File: src/sv/dlq_pkg.sv
// shared constants and types for the deadline event queue
`default_nettype none
package dlq_pkg;

  localparam int unsigned QUEUE_DEPTH_DEF = 16;
  localparam logic [15:0] DEFAULT_WAIT_RST = 16'd2000;

  localparam logic        OP_SCHED   = 1'b0;
  localparam logic        OP_POLL    = 1'b1;

  localparam logic [1:0]  KIND_SCHED = 2'd0;
  localparam logic [1:0]  KIND_FIRED = 2'd1;
  localparam logic [1:0]  KIND_PAUSE = 2'd2;
  localparam logic [1:0]  KIND_NONE  = 2'd3;

  localparam int unsigned ENTRY_W    = 40;

  // one queue slot
  typedef struct packed {
    logic [31:0] deadline;
    logic [7:0]  event_id;
  } entry_t;

  // one result item
  typedef struct packed {
    logic [1:0]         kind;
    logic [7:0]         fired_id;
    logic signed [32:0] wait_ms;
    logic               rejected;
    logic               last;
  } result_t;

endpackage
`default_nettype wire

File: src/sv/dlq_ram.sv
// generic single-port-write, single-port-read ram with registered read
`default_nettype none
module dlq_ram #(
  parameter int unsigned WIDTH = 8,
  parameter int unsigned DEPTH = 16,
  parameter int unsigned AW    = (DEPTH > 1) ? $clog2(DEPTH) : 1
) (
  input  wire logic             clk,
  input  wire logic             wr_en,
  input  wire logic [AW-1:0]    wr_addr,
  input  wire logic [WIDTH-1:0] wr_data,
  input  wire logic             rd_en,
  input  wire logic [AW-1:0]    rd_addr,
  output logic      [WIDTH-1:0] rd_data
);

  logic [WIDTH-1:0] mem [DEPTH];

  always_ff @(posedge clk) begin
    if (wr_en) begin
      mem[wr_addr] <= wr_data;
    end
    if (rd_en) begin
      rd_data <= mem[rd_addr];
    end
  end

endmodule
`default_nettype wire

File: src/sv/dlq_ctrl.sv
// sequencer: sorted insert and ordered drain over the queue memory
`default_nettype none
module dlq_ctrl
  import dlq_pkg::*;
#(
  parameter int unsigned QUEUE_DEPTH = QUEUE_DEPTH_DEF
) (
  input  wire logic        clk,
  input  wire logic        rst,
  input  wire logic        in_valid,
  output logic             in_ready,
  input  wire logic        operation,
  input  wire logic [31:0] now_ms,
  input  wire logic [23:0] fire_delay,
  input  wire logic [7:0]  event_id,
  input  wire logic [15:0] default_wait,
  input  wire logic        out_free,
  output logic             push,
  output result_t          res
);

  localparam int unsigned AW = (QUEUE_DEPTH > 1) ? $clog2(QUEUE_DEPTH) : 1;
  localparam int unsigned CW = $clog2(QUEUE_DEPTH + 1);

  localparam logic [2:0] ST_IDLE     = 3'd0;
  localparam logic [2:0] ST_SH_RD    = 3'd1;
  localparam logic [2:0] ST_SH_CMP   = 3'd2;
  localparam logic [2:0] ST_SC_ANS   = 3'd3;
  localparam logic [2:0] ST_PL_RD    = 3'd4;
  localparam logic [2:0] ST_PL_CMP   = 3'd5;
  localparam logic [2:0] ST_PL_PAUSE = 3'd6;

  logic [2:0]    state, state_next;
  logic [CW-1:0] count, count_next;
  logic [AW-1:0] head, head_next;
  logic [CW-1:0] pos, pos_next;
  logic [31:0]   front_dl, front_dl_next;
  logic [15:0]   pause, pause_next;
  logic          rej, rej_next;
  logic [31:0]   now_r, dl_r;
  logic [7:0]    id_r;

  logic          rd_en, wr_en;
  logic [CW-1:0] rd_off, wr_off;
  entry_t        wr_data, rd_data;
  logic [AW-1:0] rd_addr, wr_addr;
  logic [32:0]   sat_sum;
  logic [31:0]   gap;

  // logical slot to physical address, circular from head
  function automatic logic [AW-1:0] phys(input logic [AW-1:0] base,
                                         input logic [CW-1:0] off);
    logic [AW:0] s;
    s = {1'b0, base} + (AW+1)'(off);
    if (s >= (AW+1)'(QUEUE_DEPTH)) begin
      s = s - (AW+1)'(QUEUE_DEPTH);
    end
    return s[AW-1:0];
  endfunction

  assign in_ready = (state == ST_IDLE);
  assign sat_sum  = {1'b0, now_ms} + {9'b0, fire_delay};
  assign gap      = rd_data.deadline - now_r;
  assign rd_addr  = phys(head, rd_off);
  assign wr_addr  = phys(head, wr_off);

  dlq_ram #(
    .WIDTH (ENTRY_W),
    .DEPTH (QUEUE_DEPTH)
  ) u_ram (
    .clk     (clk),
    .wr_en   (wr_en),
    .wr_addr (wr_addr),
    .wr_data (wr_data),
    .rd_en   (rd_en),
    .rd_addr (rd_addr),
    .rd_data (rd_data)
  );

  always_comb begin
    state_next    = state;
    count_next    = count;
    head_next     = head;
    pos_next      = pos;
    front_dl_next = front_dl;
    pause_next    = pause;
    rej_next      = rej;
    rd_en         = 1'b0;
    rd_off        = '0;
    wr_en         = 1'b0;
    wr_off        = '0;
    wr_data       = rd_data;
    push          = 1'b0;
    res           = '0;
    case (state)
      ST_IDLE: begin
        if (in_valid) begin
          if (operation == OP_SCHED) begin
            if (count == CW'(QUEUE_DEPTH)) begin
              rej_next   = 1'b1;
              state_next = ST_SC_ANS;
            end else begin
              rej_next   = 1'b0;
              pos_next   = count;
              state_next = ST_SH_RD;
            end
          end else begin
            state_next = ST_PL_RD;
          end
        end
      end
      ST_SH_RD: begin
        if (pos == '0) begin
          wr_en         = 1'b1;
          wr_data       = '{deadline: dl_r, event_id: id_r};
          front_dl_next = dl_r;
          count_next    = count + CW'(1);
          state_next    = ST_SC_ANS;
        end else begin
          rd_en      = 1'b1;
          rd_off     = pos - CW'(1);
          state_next = ST_SH_CMP;
        end
      end
      ST_SH_CMP: begin
        wr_en  = 1'b1;
        wr_off = pos;
        if (rd_data.deadline > dl_r) begin
          // move the later entry up one slot
          wr_data    = rd_data;
          pos_next   = pos - CW'(1);
          state_next = ST_SH_RD;
        end else begin
          wr_data    = '{deadline: dl_r, event_id: id_r};
          count_next = count + CW'(1);
          state_next = ST_SC_ANS;
        end
      end
      ST_SC_ANS: begin
        if (out_free) begin
          push         = 1'b1;
          res.kind     = KIND_SCHED;
          res.wait_ms  = {1'b0, front_dl} - {1'b0, now_r};
          res.rejected = rej;
          res.last     = 1'b1;
          state_next   = ST_IDLE;
        end
      end
      ST_PL_RD: begin
        if (count == '0) begin
          pause_next = default_wait;
          state_next = ST_PL_PAUSE;
        end else begin
          rd_en      = 1'b1;
          state_next = ST_PL_CMP;
        end
      end
      ST_PL_CMP: begin
        if (rd_data.deadline <= now_r) begin
          if (out_free) begin
            push         = 1'b1;
            res.kind     = KIND_FIRED;
            res.fired_id = rd_data.event_id;
            head_next    = phys(head, CW'(1));
            count_next   = count - CW'(1);
            state_next   = ST_PL_RD;
          end
        end else begin
          front_dl_next = rd_data.deadline;
          pause_next    = (gap < {16'b0, default_wait}) ? gap[15:0] : default_wait;
          state_next    = ST_PL_PAUSE;
        end
      end
      ST_PL_PAUSE: begin
        if (out_free) begin
          push        = 1'b1;
          res.kind    = KIND_PAUSE;
          res.wait_ms = {17'b0, pause};
          res.last    = 1'b1;
          state_next  = ST_IDLE;
        end
      end
      default: begin
        state_next = ST_IDLE;
      end
    endcase
  end

  always_ff @(posedge clk) begin
    if (rst) begin
      state <= ST_IDLE;
      count <= '0;
      head  <= '0;
    end else begin
      state <= state_next;
      count <= count_next;
      head  <= head_next;
    end
  end

  always_ff @(posedge clk) begin
    pos      <= pos_next;
    front_dl <= front_dl_next;
    pause    <= pause_next;
    rej      <= rej_next;
    if (in_valid && in_ready) begin
      now_r <= now_ms;
      dl_r  <= sat_sum[32] ? 32'hFFFF_FFFF : sat_sum[31:0];
      id_r  <= event_id;
    end
  end

endmodule
`default_nettype wire

File: src/sv/deadline_event_queue.sv
// top level of the deadline event queue
//
//  channel  | direction | tdata (low bit up)                       | tuser     | tlast
//  s_axis   | in        | now_ms[31:0] fire_delay[55:32] id[63:56]  | operation | -
//  m_axis   | out       | fired_id[7:0] wait_ms[40:8] rejected[41]  | kind      | last
//  cfg      | in        | default_wait, written when cfg_we is high
//
// one transaction is worked on at a time; s_tready is high only while idle
// schedule: each pending entry with a later deadline is read and moved up one slot, and
//   then the new entry is written and answered; a full queue goes straight to its rejected answer
// poll: each due front entry is read and fired, then a pause answer ends the transaction
// the result register lets the next input transaction in while a result waits
// a stalled m_tready holds the sequencer in place; no result is dropped
// rst clears the queue count, head pointer and result valid, and sets default_wait to its reset value
`default_nettype none
module deadline_event_queue
  import dlq_pkg::*;
#(
  parameter int unsigned QUEUE_DEPTH = QUEUE_DEPTH_DEF
) (
  input  wire logic        clk,
  input  wire logic        rst,
  input  wire logic        s_tvalid,
  output logic             s_tready,
  input  wire logic [63:0] s_tdata,   // now_ms, fire_delay, event_id
  input  wire logic        s_tuser,   // operation
  output logic             m_tvalid,
  input  wire logic        m_tready,
  output logic      [47:0] m_tdata,   // fired_id, wait_ms, rejected, zero pad
  output logic      [1:0]  m_tuser,   // kind
  output logic             m_tlast,   // last
  input  wire logic        cfg_we,
  input  wire logic [15:0] cfg_wdata  // default_wait
);

  logic [15:0] default_wait;
  logic        out_free;
  logic        push;
  result_t     res;
  result_t     out_r;

  // result register is free when empty or being drained this cycle
  assign out_free = !m_tvalid || m_tready;

  always_ff @(posedge clk) begin
    if (rst) begin
      default_wait <= DEFAULT_WAIT_RST;
    end else if (cfg_we) begin
      default_wait <= cfg_wdata;
    end
  end

  dlq_ctrl #(
    .QUEUE_DEPTH (QUEUE_DEPTH)
  ) u_ctrl (
    .clk          (clk),
    .rst          (rst),
    .in_valid     (s_tvalid),
    .in_ready     (s_tready),
    .operation    (s_tuser),
    .now_ms       (s_tdata[31:0]),
    .fire_delay   (s_tdata[55:32]),
    .event_id     (s_tdata[63:56]),
    .default_wait (default_wait),
    .out_free     (out_free),
    .push         (push),
    .res          (res)
  );

  // output register
  always_ff @(posedge clk) begin
    if (rst) begin
      m_tvalid <= 1'b0;
    end else if (push) begin
      m_tvalid <= 1'b1;
    end else if (m_tready) begin
      m_tvalid <= 1'b0;
    end
  end

  always_ff @(posedge clk) begin
    if (push) begin
      out_r <= res;
    end
  end

  assign m_tdata = {6'b0, out_r.rejected, out_r.wait_ms, out_r.fired_id};
  assign m_tuser = out_r.kind;
  assign m_tlast = out_r.last;

endmodule
`default_nettype wire

File: config.mk
export PLATFORM = sky130hd
export DESIGN_NAME = deadline_event_queue
export DESIGN_NICKNAME = d
export VERILOG_FILES = /design/src/sv/dlq_pkg.sv /design/src/sv/dlq_ram.sv /design/src/sv/dlq_ctrl.sv /design/src/sv/deadline_event_queue.sv
export SDC_FILE = /design/constraint.sdc
export NUM_CORES = 1
export LEC_CHECK = 0
export BUFFER_PORTS_ARGS = -buffer_cell sky130_fd_sc_hd__buf_2
export CAP_MARGIN = 20
export CORE_UTILIZATION = 60
export DETAILED_ROUTE_END_ITERATION = 10
export GPL_TIMING_DRIVEN = 1
export PLACE_DENSITY = 0.81
export SKIP_LAST_GASP = 1
export SYNTH_ARGS = -nofsm -noshare
export SYNTH_HDL_FRONTEND = slang
export SYNTH_SLANG_ARGS = --single-unit
File: constraint.sdc
create_clock -name clk -period 11.7 [get_ports clk]
set_input_delay 1.755 -clock clk [delete_from_list [all_inputs] [get_ports clk]]
set_output_delay 1.755 -clock clk [all_outputs]
set_load 0.1 [all_outputs]
==> results <==
- The run finished with clean final reports.
- The number of clock sinks is 880.
- The Yosys step of the flow raised 0 warnings.
- The worst setup margin is 5.74 ns.
- Entering global routing, the biggest net connects 70 pins.
- The clock transition at the register clock pins on the worst setup and hold paths after CTS is 0.07 ns.
- The core region is 64900 um^2.
- STA puts the critical path data required time at 12.08 ns.
- For this design the ratio of total power to cell area is 204 nW/um^2.
- The count of nets after finishing is 2967.
- The final number of max-transition violations is 0.
- Sequential cells were found to cover 65.8% of the synthesized design area.
- The end of the worst register-to-register path is u_ctrl.u_ram.rd_data[8].
- The effective utilization at floorplan is 61.1%.
- The total of endpoints with negative setup slack in the final report is 0.
- In this run the most used layer during global routing was met2.
- The startpoint of the tightest hold check path is default_wait[9].
- Across the run, the number of max-cap violations was 0.
- The number of search-and-repair iterations in the first detailed-routing pass is 5.
- The aggregate negative setup slack is 0 ns.
- 139 I/O pins were placed.
- The post-detailed-route count of antenna-violating nets is 0.
- Counting flops with a built-in enable in the synthesized netlist gives 851.
- The worst hold path terminates at default_wait[9].
- Synthesis produced 2527 cells.
- In the synthesized netlist, the cells that appear most often are edfxtp_1, nand2_1, mux4_2, ha_1, o21ai_0.
- Along the worst path, the maximum fanout reaches 69.
- The via count of the first global-routing pass is 24800.
- For this design the static power due to leakage is 15.8 nW.
- The number of clock buffers added by TritonCTS is 87.
- Once the clock tree was built, the setup fixing pass inserted 0 buffers.
- In this run the critical register-to-register path is launched from u_ctrl.pos[0].
- Including well taps, the total number of placed cells is 3491.
- The number of antenna diodes in the final layout is 0.
- The worst setup path is captured at a flip-flop.
- After layout, the minimum clock period comes to 5.96 ns.
- The cell family contributing the most delay on the critical path is buffers and inverters.
- The wire length of the first global-routing pass is 154000 um.
- The number of unique standard cell types used by synthesis is 77.
- Measured in cells, the most critical reg-to-reg path has a length of 13.
- The global-route usage over all layers is 31.5%.
- The number of hold violations in the final report is 0.
- The vias after detailed routing is 24300.
- The clock insertion delay at the later pin of the skew report is 0.68 ns.
- The met1 track demand over resource is 41.5%.
- The ratio of cells with drive above 1 in the final layout is 21.1%.
- In the post-synthesis netlist, the cell with the most instances is edfxtp_1.
- The number of hold buffers added after CTS was 0.
- The critical path contains buffers and inverters numbering 4 combined.
- The cell area after synthesis is 39700 um^2.
- After global routing the overflow that remains totals 0.
- Among all stages on the critical path, the largest delay is contributed by fa_4.
- Global routing used 4.86% of the available met3 tracks.
- The worst setup path is launched from a flip-flop.
- Using the TritonRoute via totals, the vias-per-cell ratio works out to 6.65.
- The maximum frequency from static timing analysis is 168 MHz.
- Across the routed clock network, the largest skew measured is 0.0466 ns.
- Wires add up to 107000 um.
- The maximum number of buffers from clock root to sink is 3.
- The starting DRC count in detailed routing is 3069.
- The placer congestion estimate is 0.950.
- The number of antenna violations at the first check in global routing came to 1.
- At the pin with the least slew margin, the transition time is 1.12 ns.
- In the routed design, unresolved DRC markers number 0.
- Synthesis inferred 880 register bits.
- Among all flip-flop cells after synthesis, the most frequent one is edfxtp_1.
- At the placement stage, the worst setup path has a slack of 5.72 ns.
- At the end of the flow the core is filled with cells to 68.9%.
- Row generation in the floorplan step produced 93 rows.
- Measured along the y axis, the die boundary spans 259 um.
- Setup repair after global routing left no endpoint under its margin.
- The peak supply drop is 0.000133 V.
- For the worst setup path, the data arrival time is 6.33 ns.
- The reg2reg setup slack is 5.74 ns.
- The placed wire-length estimate after detailed placement is 61200 um.
- In this run the tightest slew margin relative to its limit is 24.6%.
- Compared with the post-synthesis result, the final layout area differs by 12.7%.
- The class of the tightest hold or removal check is flip-flop to flip-flop.
- Dividing the synthesized area by the synthesized cell count gives 15.7 um^2.
- The depth of the worst hold-timing path is 2.
- For this run, asynchronously set or reset flops after synthesis account for 0%.
- The count of buffers added on input and output ports is 132.
- Walking the worst path, the cells encountered are inv_1, ha_1, nand2b_1, or3_1, nand3_1, nor2_1, ha_4, inv_1, fa_4, buf_4, buf_4, mux4_2, mux4_2.
- The post-synthesis cell type with the largest combined area is edfxtp_1.
- The area of the die is 67200 um^2.
- For met2 alone, demand over resource in global routing was 52.7%.
- TritonCTS built the clock tree.
- The wire length per cell is 29.2 um.
- The die is 259 um wide.
- The number of gates resized after CTS was 0.
- The count of cells in the finished layout, fillers not included, comes to 3655.
- The tree is rooted in a clkbuf_16.
- Dividing the final minimum period by the clock period gives 50.9%.
- The H-tree depth is 3.
- The delay of the slowest cell on the worst path is 1.10 ns.
- Sorting the synthesized cells by area gives the leading types as edfxtp_1, mux4_2, ha_1, nand2_1, o21ai_0.
- The fraction of synthesized cell area taken by the top area cell type is 64.4%.
- The class of the most critical setup path is flip-flop to flip-flop.
[per-layer routing]
metal | wire length (um) | up-vias
met5 | 0 | -
met4 | 4150 | 0
met3 | 9980 | 280
met2 | 53800 | 1577
met1 | 38600 | 12200
li1 | - | 10300
[cells by family after synthesis]
| group | after synthesis | synth area share, % |
|---|---|---|
| adders and majority gates | 152 | 4.90 |
| xor gates and xnor gates | 79 | 1.74 |
| AOI/OAI and AO/OA | 432 | 6.95 |
| muxes | 240 | 12.4 |
| buffers and inverters | 232 | 2.27 |
| DFF | 880 | 65.8 |
| and+or+nand+nor | 511 | 5.87 |
| other | 1 | 0.00945 |
[layout make-up]
type	count	area, um^2
clock buffers	107	2260
clock inverters	53	643
fillers	4012	20200
inverters	130	488
multi-input cells	1420	12900
flip-flops and latches	880	26100
well taps	855	1070
repair buffers	210	1270
[worst min-delay path, delay by kind of cell, from the launching register on]
kind,cells,cell delay (ns)
AOI/OAI and AO/OA,1,0.08
buffers and inverters,1,0.08
DFF,1,0.31
[state kept, by name, summed over array words and instances (netlist names)]
signal,cells
u_ctrl.now_r,32
u_ctrl.state,3
u_ctrl.u_ram.rd_data,40
m_tuser,2
u_ctrl.id_r,8
m_tdata,42
u_ctrl.pause,16
u_ctrl.head,4
u_ctrl.rej,1
u_ctrl.u_ram.mem,640
u_ctrl.count,5
m_tvalid,1
m_tlast,1
u_ctrl.front_dl,32
default_wait,16
u_ctrl.pos,5
u_ctrl.dl_r,32
[power breakdown]
| part | switching, mW | internal [mW] |
|---|---|---|
| Sequential | 0.121 | 3.93 |
| Clock | 1.24 | 1.62 |
| Combinational | 1.43 | 0.814 |
| Total | 2.79 | 6.36 |
[metrics by stage]
step                      area, um^2  power, mW  hold slack (ns)
after floorplan                39700       5.58            0.460
after global placement         41700       6.16            0.483
after detailed placement       41800       6.26            0.508
after CTS                      44700       9.12            0.515
after global routing           44800       9.45            0.536
final                          44800       9.15            0.518
[cells in the final DEF (no fill, tap or decap), types with 9 or more instances in the layout]
cell	instances
buf_2	140
mux2i_1	20
nand2b_1	18
o21bai_1	16
clkinv_2	17
ha_1	145
o21ai_0	142
nor3_1	15
xnor2_1	41
clkbuf_1	19
nor2b_1	11
a21o_1	48
o21a_1	18
a21oi_1	83
nand3_1	25
dfxtp_1	29
nand4_1	21
and2_1	15
a31oi_1	11
mux4_2	200
mux2_2	12
clkinv_1	16
clkbuf_16	87
nand2_1	217
and3_1	14
nor2_1	112
a211oi_1	22
o31ai_1	9
xor2_1	36
edfxtp_1	851
buf_4	66
nor2_4	16
nor4_1	10
inv_1	129
o211ai_1	12
bufinv_16	10
[worst max path at each step]
stage                             from                 endpoint  slack [ns]  cells after the start
2_1_floorplan          u_ctrl.state[0]          u_ctrl.state[2]        6.51                      5
3_3_place_gp                s_tdata[0]           u_ctrl.dl_r[4]        5.99                     14
3_5_place_dp                s_tdata[0]           u_ctrl.dl_r[4]        5.72                     14
4_1_cts        u_ctrl.u_ram.rd_data[8]          u_ctrl.pause[5]        5.82                     19
5_1_grt                  u_ctrl.pos[0]  u_ctrl.u_ram.rd_data[8]        5.57                     13
6_report                 u_ctrl.pos[0]  u_ctrl.u_ram.rd_data[8]        5.74                     13
No activity file was read; power rests on OpenSTA's default activity.
